==> src/rtl/core/sorted_index_table_unit_macros.svh <==
// Assertion macros for the sorted index table unit.
// Depends on a clock named clock and an active-high reset named reset in the using module.
`ifndef SORTED_INDEX_TABLE_UNIT_MACROS_SVH
`define SORTED_INDEX_TABLE_UNIT_MACROS_SVH
`ifndef SYNTHESIS
`define SIT_ASSERT_IMPLY(label, cond, cons) \
   label: assert property (@(posedge clock) disable iff (reset) (cond) |-> (cons)) \
      else $error("assertion failed");
`define SIT_ASSERT_NEXT(label, cond, cons) \
   label: assert property (@(posedge clock) disable iff (reset) (cond) |=> (cons)) \
      else $error("assertion failed");
`else
`define SIT_ASSERT_IMPLY(label, cond, cons)
`define SIT_ASSERT_NEXT(label, cond, cons)
`endif
`endif

==> src/rtl/core/sit_pkg.sv <==
// Shared types and codes for the sorted index table unit.
// No dependencies; used by sit_cell and sorted_index_table_unit in rtl/core.
package sit_pkg;

   localparam logic OP_INSERT = 1'b0;
   localparam logic OP_REMOVE = 1'b1;

   localparam logic [1:0] STAT_DONE    = 2'd0;
   localparam logic [1:0] STAT_FULL    = 2'd1;
   localparam logic [1:0] STAT_MISSING = 2'd2;

   localparam int KEY_W = 32;
   localparam int REC_W = 31;
   localparam int OUT_W = 9;

   typedef enum logic [2:0] {
      S_IDLE,
      S_COMPARE,
      S_SEARCH,
      S_APPLY,
      S_RESPOND
   } state_type;

   typedef struct packed {
      logic               compare;
      logic               apply;
      logic               remove;
      logic [KEY_W-1:0]   key;
      logic [REC_W-1:0]   rec;
   } cell_cmd_type;

endpackage

==> src/rtl/core/sit_cell.sv <==
// One slot of the sorted table: holds a key and record, compares and shifts.
// Depends on sit_pkg for the command struct and field widths.
module sit_cell (
   input  logic                          clock,
   input  sit_pkg::cell_cmd_type         cmd,
   input  logic                          occupied,
   input  logic                          left_flag,
   input  logic [sit_pkg::KEY_W-1:0]     left_key,
   input  logic [sit_pkg::REC_W-1:0]     left_rec,
   input  logic [sit_pkg::KEY_W-1:0]     right_key,
   input  logic [sit_pkg::REC_W-1:0]     right_rec,
   output logic [sit_pkg::KEY_W-1:0]     key,
   output logic [sit_pkg::REC_W-1:0]     rec,
   output logic                          flag,
   output logic                          match
);

   logic [sit_pkg::KEY_W-1:0] key_ff, key_in;
   logic [sit_pkg::REC_W-1:0] rec_ff, rec_in;
   logic                      flag_ff, flag_in;
   logic                      match_ff, match_in;
   logic                      le_new, lt_new;

   assign le_new = $signed(key_ff) <= $signed(cmd.key);
   assign lt_new = $signed(key_ff) <  $signed(cmd.key);

   always_comb begin
      flag_in  = flag_ff;
      match_in = match_ff;
      if (cmd.compare) begin
         flag_in  = occupied & (cmd.remove ? lt_new : le_new);
         match_in = occupied & (key_ff == cmd.key);
      end
   end

   always_comb begin
      key_in = key_ff;
      rec_in = rec_ff;
      if (cmd.apply && !flag_ff) begin
         if (cmd.remove) begin
            key_in = right_key;
            rec_in = right_rec;
         end else if (left_flag) begin
            key_in = cmd.key;
            rec_in = cmd.rec;
         end else begin
            key_in = left_key;
            rec_in = left_rec;
         end
      end
   end

   always_ff @(posedge clock) begin
      key_ff   <= key_in;
      rec_ff   <= rec_in;
      flag_ff  <= flag_in;
      match_ff <= match_in;
   end

   assign key   = key_ff;
   assign rec   = rec_ff;
   assign flag  = flag_ff;
   assign match = match_ff;

endmodule

==> config.mk <==
export PLATFORM = sky130hd
export DESIGN_NAME = sit_cell
export DESIGN_NICKNAME = d
export VERILOG_FILES = /design/src/rtl/core/sorted_index_table_unit_macros.svh /design/src/rtl/core/sit_pkg.sv /design/src/rtl/core/sit_cell.sv
export SDC_FILE = /design/constraint.sdc
export NUM_CORES = 1
export LEC_CHECK = 0
export BUFFER_PORTS_ARGS = -buffer_cell sky130_fd_sc_hd__buf_2
export CAP_MARGIN = 10
export CORE_AREA = 2 2 101 103
export CTS_CLUSTER_SIZE = 24
export DETAILED_ROUTE_END_ITERATION = 10
export DIE_AREA = 0 0 103 105
export HOLD_SLACK_MARGIN = 0.08
export PLACE_DENSITY_LB_ADDON = 0.3
export SLEW_MARGIN = 10
export SYNTH_ARGS = -nofsm -noshare
export SYNTH_HDL_FRONTEND = slang
export SYNTH_SLANG_ARGS = --single-unit
export TNS_END_PERCENT = 10
==> constraint.sdc <==
create_clock -name clock -period 5.53 [get_ports clock]
set_clock_uncertainty 0.05 [all_clocks]
set_input_delay 0.8295 -clock clock [delete_from_list [all_inputs] [get_ports clock]]
set_output_delay 0.8295 -clock clock [all_outputs]
set_load 0.01 [all_outputs]
==> impl_metrics.tcl <==
set metrics [dict create \
    critPathRequiredTime_ns 5.65 \
    period_needed_ns 2.48 \
    netlist.area_leader.share 0.477 \
    yosysTopAreaCell "edfxtp_1" \
    worstPathArrival_ns 2.60 \
    avgSynthCellArea_um2 10.3 \
    vias 3825 \
    cts_tree "built" \
    worstSetupEndpointType "flip-flop" \
    rows 36 \
    n_fill_cell 888 \
    synth-edff-count 65 \
    finalHoldViolCount 0 \
    total_power_mw 1.21 \
    synth_async_sr_flop_share 0 \
    grt_max_degree 129 \
    synthTopCellsByArea "edfxtp_1, mux2i_1, ha_1" \
    synth_seq_cells 65 \
    post_cts_buffers 0 \
    place_hpwl_um 8980 \
    worstMarginPinSlew_ns 1.05 \
    reg2regPathDepth 6 \
    clock_sinks 65 \
    cts_root_buf "clkbuf_8" \
    crit_path_start_kind "primary input" \
    hold_depth 1 \
    rrSetupSlack_ns 3.24 \
    clkLatencyLatePin_ns 0.33 \
    min_from "cmd[65]" \
    final-setup-viol-count 0 \
    track_usage 0.211 \
    finalCritPeriodShare 0.448 \
    grt_pass1_vias 3860 \
    finalSetupTns_ns 0 \
    n_antenna_cell 0 \
    gp_congestion 0.815 \
    hold_buffers 0 \
    nets 874 \
    fmax_mhz 404 \
    mostFrequentLayoutCells "buf_2, nand2_1, o21ai_0" \
    port_buffers 259 \
    vias_per_cell 4.89 \
    layout_commonest_cell "buf_2" \
    die_area_mm2 0.0108 \
    initial_core_util 0.425 \
    synth_warnings 0 \
    drtAntennaViolNets 0 \
    post_synth_num_cell_types 30 \
    slew_viol_final 0 \
    cts_made_buffers 9 \
    clkSlewWorstSetupHoldPaths_ns 0.06 \
    wire_per_inst_um 14.6 \
    synth-main-ff-cell "edfxtp_1" \
    firstDrtPassIters 6 \
    core_area_mm2 0.00964 \
    synth_nets 624 \
    reg2reg_to "flag" \
    worst-path-max-fanout 5 \
    wirelength_um 11400 \
    holdPathEnd "match" \
    syn_to_final_growth_pct 37.5 \
    cellLeakagePower_nw 2.84 \
    relSlewSlack 0.299 \
    overflow 0 \
    antenna_found_initial 0 \
    timing.rr.start "key[11]" \
    vdd_drop_max_uv 140 \
    synth-seq-area-share 0.477 \
    drt_first_iter_violations 130 \
    drc_errors 0 \
    drive_above_1_share 0.422 \
    syn_area_mm2 0.00409 \
    die_h_um 105 \
    die_w_um 103 \
    rsz0062_at_grt "no" \
    crit_type "primary input to flip-flop" \
    htreeDepth 3 \
    synthesis.instances 397 \
    io_pins 260 \
    power_density_mw_per_mm2 215 \
    cts-resized-gates 0 \
    grt_pass1_wl_um 17700 \
    cts_max_path_buffers 2 \
    drv_cap 0 \
    hp-class "primary input to flip-flop" \
    status "complete, no violations" \
]
[cells in the mapped netlist, types with 4 or more instances]
master	instances
inv_1	33
nor2_1	4
nand2_1	68
clkbuf_1	15
nor3_1	4
edfxtp_1	65
nand4_1	7
ha_1	32
mux2i_1	63
o21ai_0	67
a21oi_1	11
buf_2	6
[kinds of logic (layout without fill, tap and decap cells)]
kind of cell	after synthesis	count (layout)	synth area share
and+or+nand+nor	94	94	0.101
AOI/OAI and AO/OA	89	89	0.119
DFF	65	65	0.477
muxes	63	63	0.154
buffers and inverters	54	306	0.0513
adders and majority gates	32	32	0.0978
[cell type report]
class | count | area, µm² | share of cell area
flip-flops and latches | 65 | 1950 | 0.347
repair buffers | 260 | 1310 | 0.232
clock inverters | 2 | 8.76 | 0.00156
well taps | 133 | 166 | 0.0296
clock buffers | 11 | 131 | 0.0233
inverters | 33 | 124 | 0.0220
multi-input cells | 278 | 1940 | 0.344
[routing by layer]
layer / up-vias / GRT usage / routed length, µm
met1: 1712 / 0.233 / 4500
met5: - / 0 / 0
met3: 14 / 0.0602 / 887
li1: 1943 / - / -
met4: 0 / 0.0592 / 136
met2: 156 / 0.387 / 5920
[through the flow]
stage	util	hold WS, ns	worst slack (ns)	instance area (µm²)	std cells
detailed placement	0.570	0.720	2.72	5490	769
CTS	0.584	0.650	3.07	5630	782
floorplan	-	0.892	1.39	4090	397
finish	0.584	0.673	3.05	5630	782
global placement	0.570	0.720	2.74	5490	769
global route	0.584	0.663	2.97	5630	782
[state kept, by name, indices dropped and copies added (netlist names)]
register and count:
match 1, key 32, rec 31, flag 1
[worst max-delay path: stages]
cell and delay (ns):
buf_2 0.09, inv_1 0.04, ha_1 0.33, nand4_2 0.18
or4_4 0.57, o31a_1 0.28, o21a_1 0.11, a211oi_2 0.17
[worst max path at each step]
stage	from	to	slack (ns)
after floorplan	cmd[64]	key[0]	1.39
after global placement	cmd[44]	flag	2.74
after detailed placement	cmd[58]	flag	2.72
after CTS	cmd[58]	flag	3.07
after global routing	cmd[58]	flag	2.97
final	cmd[62]	flag	3.05
[power by group]
group,total (mW),internal (mW),switching [mW]
Sequential,0.603,0.590,0.0132
Combinational,0.284,0.134,0.150
Clock,0.323,0.153,0.170
Total,1.21,0.877,0.333
Note: power is estimated with default switching activity, not from simulation.
