File: src/rtl/core/sorted_index_table_unit_macros.svh
// Assertion macros for the sorted index table unit.
// Depends on a clock named clock and an active-high reset named reset in the using module.
`ifndef SORTED_INDEX_TABLE_UNIT_MACROS_SVH
`define SORTED_INDEX_TABLE_UNIT_MACROS_SVH
`ifndef SYNTHESIS
`define SIT_ASSERT_IMPLY(label, cond, cons) \
   label: assert property (@(posedge clock) disable iff (reset) (cond) |-> (cons)) \
      else $error("assertion failed");
`define SIT_ASSERT_NEXT(label, cond, cons) \
   label: assert property (@(posedge clock) disable iff (reset) (cond) |=> (cons)) \
      else $error("assertion failed");
`else
`define SIT_ASSERT_IMPLY(label, cond, cons)
`define SIT_ASSERT_NEXT(label, cond, cons)
`endif
`endif

File: src/rtl/core/sit_search.sv
// Binary search over the cells' thermometer flags, one result bit per cycle.
// Depends on nothing but its parameters; the flag row comes from the cells.
module sit_search #(
   parameter int CAPACITY = 256,
   parameter int CNT_W    = 9,
   parameter int IDX_W    = 8
) (
   input  logic                 clock,
   input  logic                 reset,
   input  logic                 start,
   input  logic [CAPACITY-1:0]  therm,
   output logic [CNT_W-1:0]     pos,
   output logic                 last
);

   localparam int BIT_W = (CNT_W > 1) ? $clog2(CNT_W) : 1;
   localparam logic [BIT_W-1:0] TOP_BIT = BIT_W'(CNT_W - 1);
   localparam logic [CNT_W-1:0] CAP_C   = CNT_W'(CAPACITY);

   logic               busy_ff, busy_in;
   logic [BIT_W-1:0]   bit_ff, bit_in;
   logic [CNT_W-1:0]   pos_ff, pos_in;
   logic [CNT_W-1:0]   cand, cand_m1;
   logic               take;

   assign cand    = pos_ff | ({{(CNT_W-1){1'b0}}, 1'b1} << bit_ff);
   assign cand_m1 = cand - {{(CNT_W-1){1'b0}}, 1'b1};
   assign take    = (cand_m1 < CAP_C) && therm[cand_m1[IDX_W-1:0]];
   assign last    = busy_ff && (bit_ff == '0);

   always_comb begin
      busy_in = busy_ff;
      bit_in  = bit_ff;
      pos_in  = pos_ff;
      if (start) begin
         busy_in = 1'b1;
         bit_in  = TOP_BIT;
         pos_in  = '0;
      end else if (busy_ff) begin
         if (take) pos_in = cand;
         if (bit_ff == '0) begin
            busy_in = 1'b0;
         end else begin
            bit_in = bit_ff - {{(BIT_W-1){1'b0}}, 1'b1};
         end
      end
   end

   always_ff @(posedge clock) begin
      if (reset) begin
         busy_ff <= 1'b0;
      end else begin
         busy_ff <= busy_in;
      end
      bit_ff <= bit_in;
      pos_ff <= pos_in;
   end

   assign pos = pos_ff;

endmodule

File: config.mk
export PLATFORM = sky130hd
export DESIGN_NAME = sit_search
export DESIGN_NICKNAME = d
export VERILOG_FILES = /design/src/rtl/core/sorted_index_table_unit_macros.svh /design/src/rtl/core/sit_search.sv
export SDC_FILE = /design/constraint.sdc
export NUM_CORES = 1
export LEC_CHECK = 0
export ABC_AREA = 1
export BUFFER_PORTS_ARGS = -buffer_cell sky130_fd_sc_hd__buf_2
export CORE_AREA = 2 2 103 105
export CTS_CLUSTER_SIZE = 28
export DETAILED_ROUTE_END_ITERATION = 6
export DIE_AREA = 0 0 105 107
export PLACE_DENSITY = 0.81
export SLEW_MARGIN = 20
export SYNTH_ARGS = -nofsm -noshare
export SYNTH_HDL_FRONTEND = slang
export SYNTH_SLANG_ARGS = --single-unit
File: constraint.sdc
create_clock -name clock -period 3.64 [get_ports clock]
set_clock_uncertainty 0.15 [all_clocks]
set_input_delay 0.364 -clock clock [delete_from_list [all_inputs] [get_ports clock]]
set_output_delay 0.364 -clock clock [all_outputs]
set_load 0.02 [all_outputs]
==> reports/results.tsv, run 1 <==
metric	value	unit
cts hold-fix bufs	0	
CP Class	register to register	
Layout area overhead	39.6	%
Peak supply drop	0.158	mV
via count	5494	
setup violators final	0	
Worst EP required	3680	ps
Sequential cell area	280	µm²
initial core utilization	0.348	
placed insts	1054	
Final Hold Vio Count	0	
Longest Clk Path Bufs	2	
sequential area share after synthesis	0.0798	
met2 usage	0.453	
HP Class	primary input to register	
Net Sw Frac	0.505	
CP cell instances	inv_1 -> ha_1 -> a21oi_4 -> buf_12 -> nand2_1 -> nand2_1 -> nand2_1 -> nand3_1 -> nand3_1 -> nand3_1 -> nand3_1 -> nand3b_1 -> nand3_4 -> a21oi_2	
clock network fraction of total power	0.126	
Post-Syn Instances	690	
Top Ports	269	
Netlist Area Pre-Place	3510	µm²
final WL	15.2	mm
number of global-route vias before repair	5099	
GRT Total Usage	0.260	
initial antenna violation count	2	
DRC viols	0	
reg-to-reg startpoint	bit_ff[0]$_SDFFE_PP0P_	
Worst path most repeated cell	nand3_1	
post-synth cell types	28	
highest-count cells in the layout ignoring fill and taps	nand3_1 (290), buf_2 (268), nand2_1 (256), inv_1 (22), dfxtp_1 (14)	
r2r setup slk	350	ps
die area	11200	µm²
P_sw	632	µW
unrepaired setup endpoints after global routing	false	
combinational power share	0.740	
area of the multi-input gates	2830	µm²
crit path time final	3290	ps
crit-path leading delay family	simple AND/OR/NAND/NOR gates	
status	completed	
CTS buffer count	3	
port bufs	268	
Synthesized Nets	955	
global route hottest layer	met2	
layout cell share with drive strength beyond 1	0.337	
hpwl dp	12.0	mm
Final Instance Count excl. Fillers	1059	
CTS tree	yes	
root buf cell	clkbuf_8	
slowest CP cell	nand2_1	
number of synthesized register bits	14	
Die Ht	107	µm
Std-Cell Core Area	10100	µm²
Sink Count	14	
WL/cell	14.4	µm
Crit. End Element	register	
Resized cells post-CTS	0	
final hold slack	114	ps
Max-slew headroom	0.517	
max cap viols	0	
fill cell count	1088	
most common cell after layout, fill and taps aside	nand3_1	
GPL Wtd Cong	0.937	
Seq pwr share	0.134	
Reg clk slew, reported paths	60	ps
Leakage	2.66	nW
# rows	37	
critical-path maximum fanout	96	
NumNets Final	1188	
nature of the critical path startpoint	register	
fin area	4900	µm²
total power	1.25	mW
Power Density	255	nW/µm²
Avg Synthesized Cell Area	5.09	µm²
overall die width	105	µm
largest net degree at the start of global routing	97	
Internal Power	620	µW
first drt pass iteration count	5	
Critical Path Start	bit_ff[0]$_SDFFE_PP0P_	
clk_lat worst skew	250	ps
dpl cell area	4850	µm²
crit share post-route	0.903	
DRT iter0 DRCs	421	
H-tree Lvls	1	
GR Util met3	0.0383	
achievable clock frequency	304	MHz
Slew Limit Fails	0	
setup bufs post-CTS	0	
Via density	5.19	
CP max stage delay	420	ps
met1 GRT Util	0.327	
number of nets still failing antenna checks after routing	0	
Setup TNS	0	ps
Critical Path AT	3330	ps
hold path start	reset	
Synth Warn #	0	
first-pass GRT wire length	24.2	mm
gr ovfl total	0	
crit path buf inv count	2	
worst-margin pin slew	723	ps
-- layout make-up --
type	instances	share of cell area
antenna	1	0.000510
clock buffer	4	0.0112
inverter	26	0.0199
multi-input combinational	597	0.578
sequential	14	0.0572
tap	136	0.0347
timing repair buffer	281	0.299
-- cell usage after synthesis --
| library cell | n | share of area |
|---|---|---|
| a211oi_1 | 1 | 0.0021 |
| a21oi_1 | 7 | 0.010 |
| a21oi_2 | 10 | 0.025 |
| a21oi_4 | 1 | 0.0046 |
| buf_1 | 11 | 0.012 |
| buf_2 | 10 | 0.014 |
| buf_4 | 22 | 0.047 |
| buf_6 | 2 | 0.0064 |
| clkbuf_1 | 8 | 0.0085 |
| dfxtp_1 | 14 | 0.080 |
| ha_1 | 6 | 0.021 |
| inv_1 | 22 | 0.024 |
| inv_2 | 4 | 0.0043 |
| nand2_1 | 256 | 0.27 |
| nand2_2 | 4 | 0.0071 |
| nand3_1 | 290 | 0.41 |
| nand3_4 | 1 | 0.0050 |
| nand3b_1 | 1 | 0.0021 |
| nand4_1 | 1 | 0.0018 |
| nor2_1 | 3 | 0.0032 |
| nor2_2 | 2 | 0.0036 |
| nor2_4 | 1 | 0.0032 |
| nor3_1 | 1 | 0.0014 |
| nor3_2 | 1 | 0.0028 |
| o21ai_0 | 4 | 0.0057 |
| or2_1 | 1 | 0.0018 |
| xnor2_2 | 1 | 0.0046 |
| xor2_1 | 5 | 0.012 |
-- sequential cells by signal (all words and copies together), names as in the netlist --
signal / flops
pos: 9
busy_ff: 1
bit_ff: 4
-- per-stage QoR --
stage,setup WS (ps),util
detailed placement,382,0.480
global placement,442,0.480
floorplan,604,-
CTS,365,0.486
finish,354,0.486
global route,45.0,0.486
-- power by group through the flow --
stage,combinational (mW),sequential (mW),clock (mW)
floorplan,0.631,0.171,0
global route,1.05,0.169,0.164
CTS,0.932,0.168,0.159
finish,0.927,0.168,0.158
detailed placement,0.929,0.171,0
global placement,0.925,0.171,0
-- layer usage --
layer  vias to the layer above  routed length, µm
met5                         -                 13
met4                         2                488
met3                        49               1240
met2                       275               7130
met1                      2385               6350
li1                       2783                  -
-- final timing paths --
path / to / depth (start not counted)
max reg2reg: pos[3]$_SDFFE_PP0P_ / 14
max: pos[3]$_SDFFE_PP0P_ / 14
min: busy_ff$_SDFF_PP0_ / 2
min reg2reg: pos[7]$_SDFFE_PP0P_ / 2
-- kinds of logic after synthesis --
logic type | count (synthesis) | share of synthesized area
AO/OA/AOI/OAI | 23 | 0.0474
XOR/XNOR | 6 | 0.0171
adder cells (fa/ha/maj) | 6 | 0.0214
buffers and inverters | 79 | 0.116
flip-flops | 14 | 0.0798
AND/OR/NAND/NOR | 562 | 0.719
Note: power is estimated with default switching activity, not from simulation.
==> run 2: changes to the inputs <==
- CTS_CLUSTER_SIZE: 28 -> default
- PLACE_DENSITY: 0.81 -> 0.73
==> run 2 against run 1 <==
Total power up 0.40%. Critical path type unchanged. Cell area is 0.56% higher. Highest routed layer is now met4. Setup slack better by 150 ps. First-iteration DRC count rose by 36%. Largest cell class unchanged. Non-clock buffer count fell by 1. Hold slack lost 4.2 ps. Flip-flop and latch count is the same. Die area stayed put. Register-to-register slack gained 150 ps. Maximum frequency increased by 4.7%. Clock-buffer cell count unchanged. Cell count decreased by 0.19%.
==> reports/results.tsv, run 2 (same netlist as run 1, synthesis figures left out) <==
metric	value	unit
status	completed	
fill cell count	1151	
Hold Path End	busy_ff$_SDFF_PP0_	
CTS buffer count	3	
clk_lat worst skew	250	ps
layout cell share with drive strength beyond 1	0.337	
first-pass GRT wire length	24.7	mm
GPL Wtd Cong	0.905	
Resized cells post-CTS	0	
Worst EP required	3630	ps
NumNets Final	1187	
WL/cell	14.8	µm
via count	5578	
Worst R2R Path Depth	13	
Layout area overhead	40.3	%
r2r setup slk	500	ps
Final Hold Vio Count	0	
number of global-route vias before repair	5168	
first drt pass iteration count	5	
crit path time final	3140	ps
reg-to-reg startpoint	bit_ff[1]$_SDFFE_PP0P_	
die area	11200	µm²
HP Class	primary input to register	
critical-path maximum fanout	63	
Crit. End Element	register	
number of nets still failing antenna checks after routing	0	
port bufs	268	
unrepaired setup endpoints after global routing	false	
Std-Cell Core Area	10100	µm²
CTS tree	yes	
DRT iter0 DRCs	571	
setup bufs post-CTS	0	
Critical Path AT	3120	ps
highest-count cells in the layout ignoring fill and taps	nand3_1 (290), buf_2 (268), nand2_1 (256), inv_1 (22), dfxtp_1 (14)	
CP Class	register to register	
initial antenna violation count	0	
Reg2Reg Capture Point	pos[6]$_SDFFE_PP0P_	
cts hold-fix bufs	0	
setup violators final	0	
Reg clk slew, reported paths	60	ps
overall die width	105	µm
Power Density	255	nW/µm²
Max-slew headroom	0.539	
# diodes	0	
GRT Total Usage	0.266	
gr ovfl total	0	
# rows	37	
nature of the critical path startpoint	register	
Seq pwr share	0.133	
crit share post-route	0.862	
Via density	5.28	
Longest Clk Path Bufs	2	
combinational power share	0.743	
Worst Hold Path Cells	2	
Sink Count	14	
achievable clock frequency	319	MHz
final WL	15.6	mm
DRC viols	0	
Slew Limit Fails	0	
clock network fraction of total power	0.124	
max cap viols	0	
Die Ht	107	µm
Setup TNS	0	ps
P_sw	629	µW
most common cell after layout, fill and taps aside	nand3_1	
worst-margin pin slew	692	ps
Post-Place Worst Slack	485	ps
initial core utilization	0.348	
hpwl dp	12.3	mm
root buf cell	clkbuf_8	
Peak supply drop	0.150	mV
Internal Power	629	µW
largest net degree at the start of global routing	65	
Leakage	2.66	nW
final worst setup slack	503	ps
Top Ports	269	
H-tree Lvls	1	
Net Sw Frac	0.500	
hold path start	reset	
max reg flops	9	
==> run 2: cell count changes in the layout (fill, tap and decap cells not counted) <==
| cell | change |
|---|---|
| buf_4 | -4 |
| buf_12 | +3 |
| diode_2 | -1 |
==> run 2: worst max-delay path by stage <==
stage / startpoint / end / slack (ps) / cells after the start
after CTS: bit_ff[1]$_SDFFE_PP0P_ / pos[6]$_SDFFE_PP0P_ / 480 / 13
after global routing: bit_ff[0]$_SDFFE_PP0P_ / pos[8]$_SDFFE_PP0P_ / 150 / 16
final: bit_ff[1]$_SDFFE_PP0P_ / pos[6]$_SDFFE_PP0P_ / 500 / 13
after global placement: bit_ff[0]$_SDFFE_PP0P_ / pos[0]$_SDFFE_PP0P_ / 550 / 13
after floorplan: bit_ff[0]$_SDFFE_PP0P_ / pos[0]$_SDFFE_PP0P_ / 600 / 17
after detailed placement: bit_ff[1]$_SDFFE_PP0P_ / pos[0]$_SDFFE_PP0P_ / 490 / 13
==> run 2: power by group through the flow <==
stage	registers [mW]	logic, mW	clock network (mW)
after global routing	0.168	1.05	0.166
after detailed placement	0.171	0.935	0
final	0.168	0.934	0.156
after floorplan	0.171	0.631	0
after global placement	0.171	0.933	0
after CTS	0.168	0.938	0.158
==> run 2: metrics by stage <==
| step | hold slack [ps] | total power [mW] | utilization | instances | area [µm²] |
|---|---|---|---|---|---|
| 2_1_floorplan | 283 | 0.802 | - | 690 | 3510 |
| 3_3_place_gp | 324 | 1.10 | 0.483 | 1053 | 4880 |
| 3_5_place_dp | 329 | 1.11 | 0.483 | 1053 | 4880 |
| 4_1_cts | 106 | 1.26 | 0.489 | 1057 | 4930 |
| 5_1_grt | 98.7 | 1.38 | 0.489 | 1057 | 4930 |
| 6_report | 110 | 1.26 | 0.489 | 1057 | 4930 |
==> run 2: routing by layer <==
| layer | track usage | part of all wire | vias up | routed length, µm |
|---|---|---|---|---|
| met5 | 0 | 0 | - | 0 |
| met2 | 0.474 | 0.48 | 262 | 7440 |
| met3 | 0.0334 | 0.071 | 41 | 1120 |
| met1 | 0.334 | 0.42 | 2492 | 6620 |
| li1 | - | - | 2783 | - |
| met4 | 0.0810 | 0.030 | 0 | 467 |
==> run 2: worst max-delay path: stages, from the launching register on <==
cell and delay, ps:
dfxtp_1 390, inv_1 110, ha_1 270, a21oi_4 210, buf_4 520, nand3_1 170, nand2_2 350, nand3_1 170
nand3_1 110, nand3_1 80, nand3_1 100, nand3_1 110, nand3_4 200, a21oi_2 70
==> run 2: cell type report <==
| cell class | count | area (µm²) | area share |
|---|---|---|---|
| clock buffer | 4 | 55.1 | 0.0112 |
| inverter | 26 | 97.6 | 0.0198 |
| multi-input combinational | 597 | 2830 | 0.575 |
| sequential | 14 | 280 | 0.0568 |
| tap | 136 | 170 | 0.0345 |
| timing repair buffer | 280 | 1490 | 0.303 |
==> run 3: changes to the inputs <==
- CORE_AREA: 2 2 103 105 -> 2 2 106 108
- DIE_AREA: 0 0 105 107 -> 0 0 108 110
- GPL_TIMING_DRIVEN: default -> 0
- PLACE_DENSITY: 0.73 -> 0.72
- clock period: 3.64 -> 2.52 ns (I/O delays scaled with it)
==> run 3 against run 2 <==
The flow now finishes with violations (hold timing, setup timing). Hold slack worse by 110 ps. Register-to-register slack worse by 860 ps. Critical path depth up 4. Setup slack worse by 860 ps. Core utilization up 9.9 points. Clock-buffer cell count down 1. Flip-flop and latch count unchanged. Largest cell class unchanged. Largest power group unchanged. Highest routed layer is now met5.
==> reports/results.tsv, run 3 (same netlist as run 1, synthesis figures left out) <==
metric	value	unit
WL/cell	17.9	µm
number of nets still failing antenna checks after routing	0	
initial core utilization	0.328	
Max-slew headroom	0.634	
DRT iter0 DRCs	559	
largest net degree at the start of global routing	11	
Finished Core Util	0.588	
achievable clock frequency	348	MHz
Reg clk slew, reported paths	60	ps
GPL Wtd Cong	0.945	
most common cell after layout, fill and taps aside	buf_2	
setup violators final	9	
status	finished, violations left	
GRT Total Usage	0.331	
HP Class	primary input to register	
highest-count cells in the layout ignoring fill and taps	buf_2 (271), nand2_1 (252), nand3_1 (211), nand3_2 (71), buf_4 (39)	
hpwl dp	14.8	mm
first drt pass iteration count	5	
via count	6153	
overall die width	108	µm
port bufs	268	
GR Util met3	0.0453	
Crit. End Element	register	
Longest Clk Path Bufs	2	
crit path time final	2870	ps
gr ovfl total	0	
crit share post-route	1.14	
max reg flops	9	
Slew Limit Fails	0	
# rows	38	
H-tree Lvls	1	
Std-Cell Core Area	10700	µm²
cts hold-fix bufs	0	
final WL	20.3	mm
Post-Place Worst Slack	-693	ps
critical-path maximum fanout	5	
Worst EP required	2550	ps
final hold slack	-0.538	ps
worst-margin pin slew	548	ps
CP Class	register to register	
met1 GRT Util	0.403	
Critical Path AT	2900	ps
unrepaired setup endpoints after global routing	true	
NumNets Final	1260	
placed insts	1098	
Power Density	398	nW/µm²
Worst R2R Path Depth	17	
layout cell share with drive strength beyond 1	0.479	
Final Hold Vio Count	1	
Final Instance Count excl. Fillers	1134	
root buf cell	clkbuf_8	
number of global-route vias before repair	6002	
Layout area overhead	79.1	%
final worst setup slack	-355	ps
Leakage	3.22	nW
failing checks	hold timing, setup timing	
DRC viols	0	
initial antenna violation count	2	
Die Ht	110	µm
Via density	5.43	
met2 usage	0.593	
CTS tree	yes	
Top Ports	269	
clk_lat worst skew	240	ps
nature of the critical path startpoint	register	
Worst Hold Path Cells	2	
die area	11900	µm²
global route hottest layer	met2	
max cap viols	0	
first-pass GRT wire length	30.7	mm
Sink Count	14	
Peak supply drop	0.338	mV
CTS buffer count	3	
-- run 3: cell count changes in the layout (fill, tap and decap cells not counted), sizes merged --
| cell | delta |
|---|---|
| buf | +60 |
| bufbuf | +1 |
| clkbuf | +10 |
| diode | +1 |
| nand3 | +1 |
-- run 3: cell type report --
| type | instances | area (µm²) |
|---|---|---|
| fill | 1087 | 4410 |
| multi-input combinational | 598 | 3440 |
| timing repair buffer | 299 | 1700 |
| buffer | 53 | 526 |
| sequential | 14 | 285 |
| tap | 140 | 175 |
| inverter | 26 | 113 |
| clock buffer | 3 | 41.3 |
| antenna | 1 | 2.50 |
-- run 3: routing by layer --
metal | wire [µm] | share of wire
met1 | 8020 | 0.40
met2 | 9770 | 0.48
met3 | 1720 | 0.085
met4 | 735 | 0.036
met5 | 11 | 0.00054
-- run 3: report_power, final --
group	internal [mW]	switching [mW]	total, mW
Sequential	0.233	0.0107	0.243
Clock	0.106	0.0767	0.182
Combinational	0.910	1.17	2.08
Total	1.25	1.25	2.50
-- run 3: final timing paths --
check / startpoint / slack [ps] / endpoint
setup / recovery: bit_ff[1]$_SDFFE_PP0P_ / -350 / pos[5]$_SDFFE_PP0P_
hold / removal: reset / -0.5 / busy_ff$_SDFF_PP0_
setup reg to reg: bit_ff[1]$_SDFFE_PP0P_ / -350 / pos[5]$_SDFFE_PP0P_
hold reg to reg: pos[5]$_SDFFE_PP0P_ / 330 / pos[5]$_SDFFE_PP0P_
-- run 3: what timing repair did --
item,4_1_cts,5_1_grt
cloned,8,0
buffers inserted,17,7
resized for setup,138,23
setup endpoints to repair,9,9
pin swaps,56,13
-- run 3: per-stage QoR --
step / instance area, µm² / hold WS, ps / setup TNS, ps / total power [mW]
2_1_floorplan: 3620 / 171 / -297 / 1.21
3_3_place_gp: 5140 / 258 / -5870 / 1.73
3_5_place_dp: 5140 / 260 / -6120 / 1.75
4_1_cts: 6130 / 2.96 / -2200 / 2.39
5_1_grt: 6290 / 12.2 / -3610 / 2.67
6_report: 6290 / -0.538 / -2890 / 2.50
-- run 3: critical path, stage by stage (launching register included) --
cell	delay, ps
dfxtp_4	360
inv_4	50
ha_4	160
a21oi_4	190
buf_6	130
buf_8	90
ha_4	230
clkbuf_16	180
buf_12	140
nand3_4	100
nand3_2	100
nand3_2	90
nand3_2	80
nand3_2	100
nand3_2	90
nand3b_1	210
nand3_4	170
a21oi_2	160
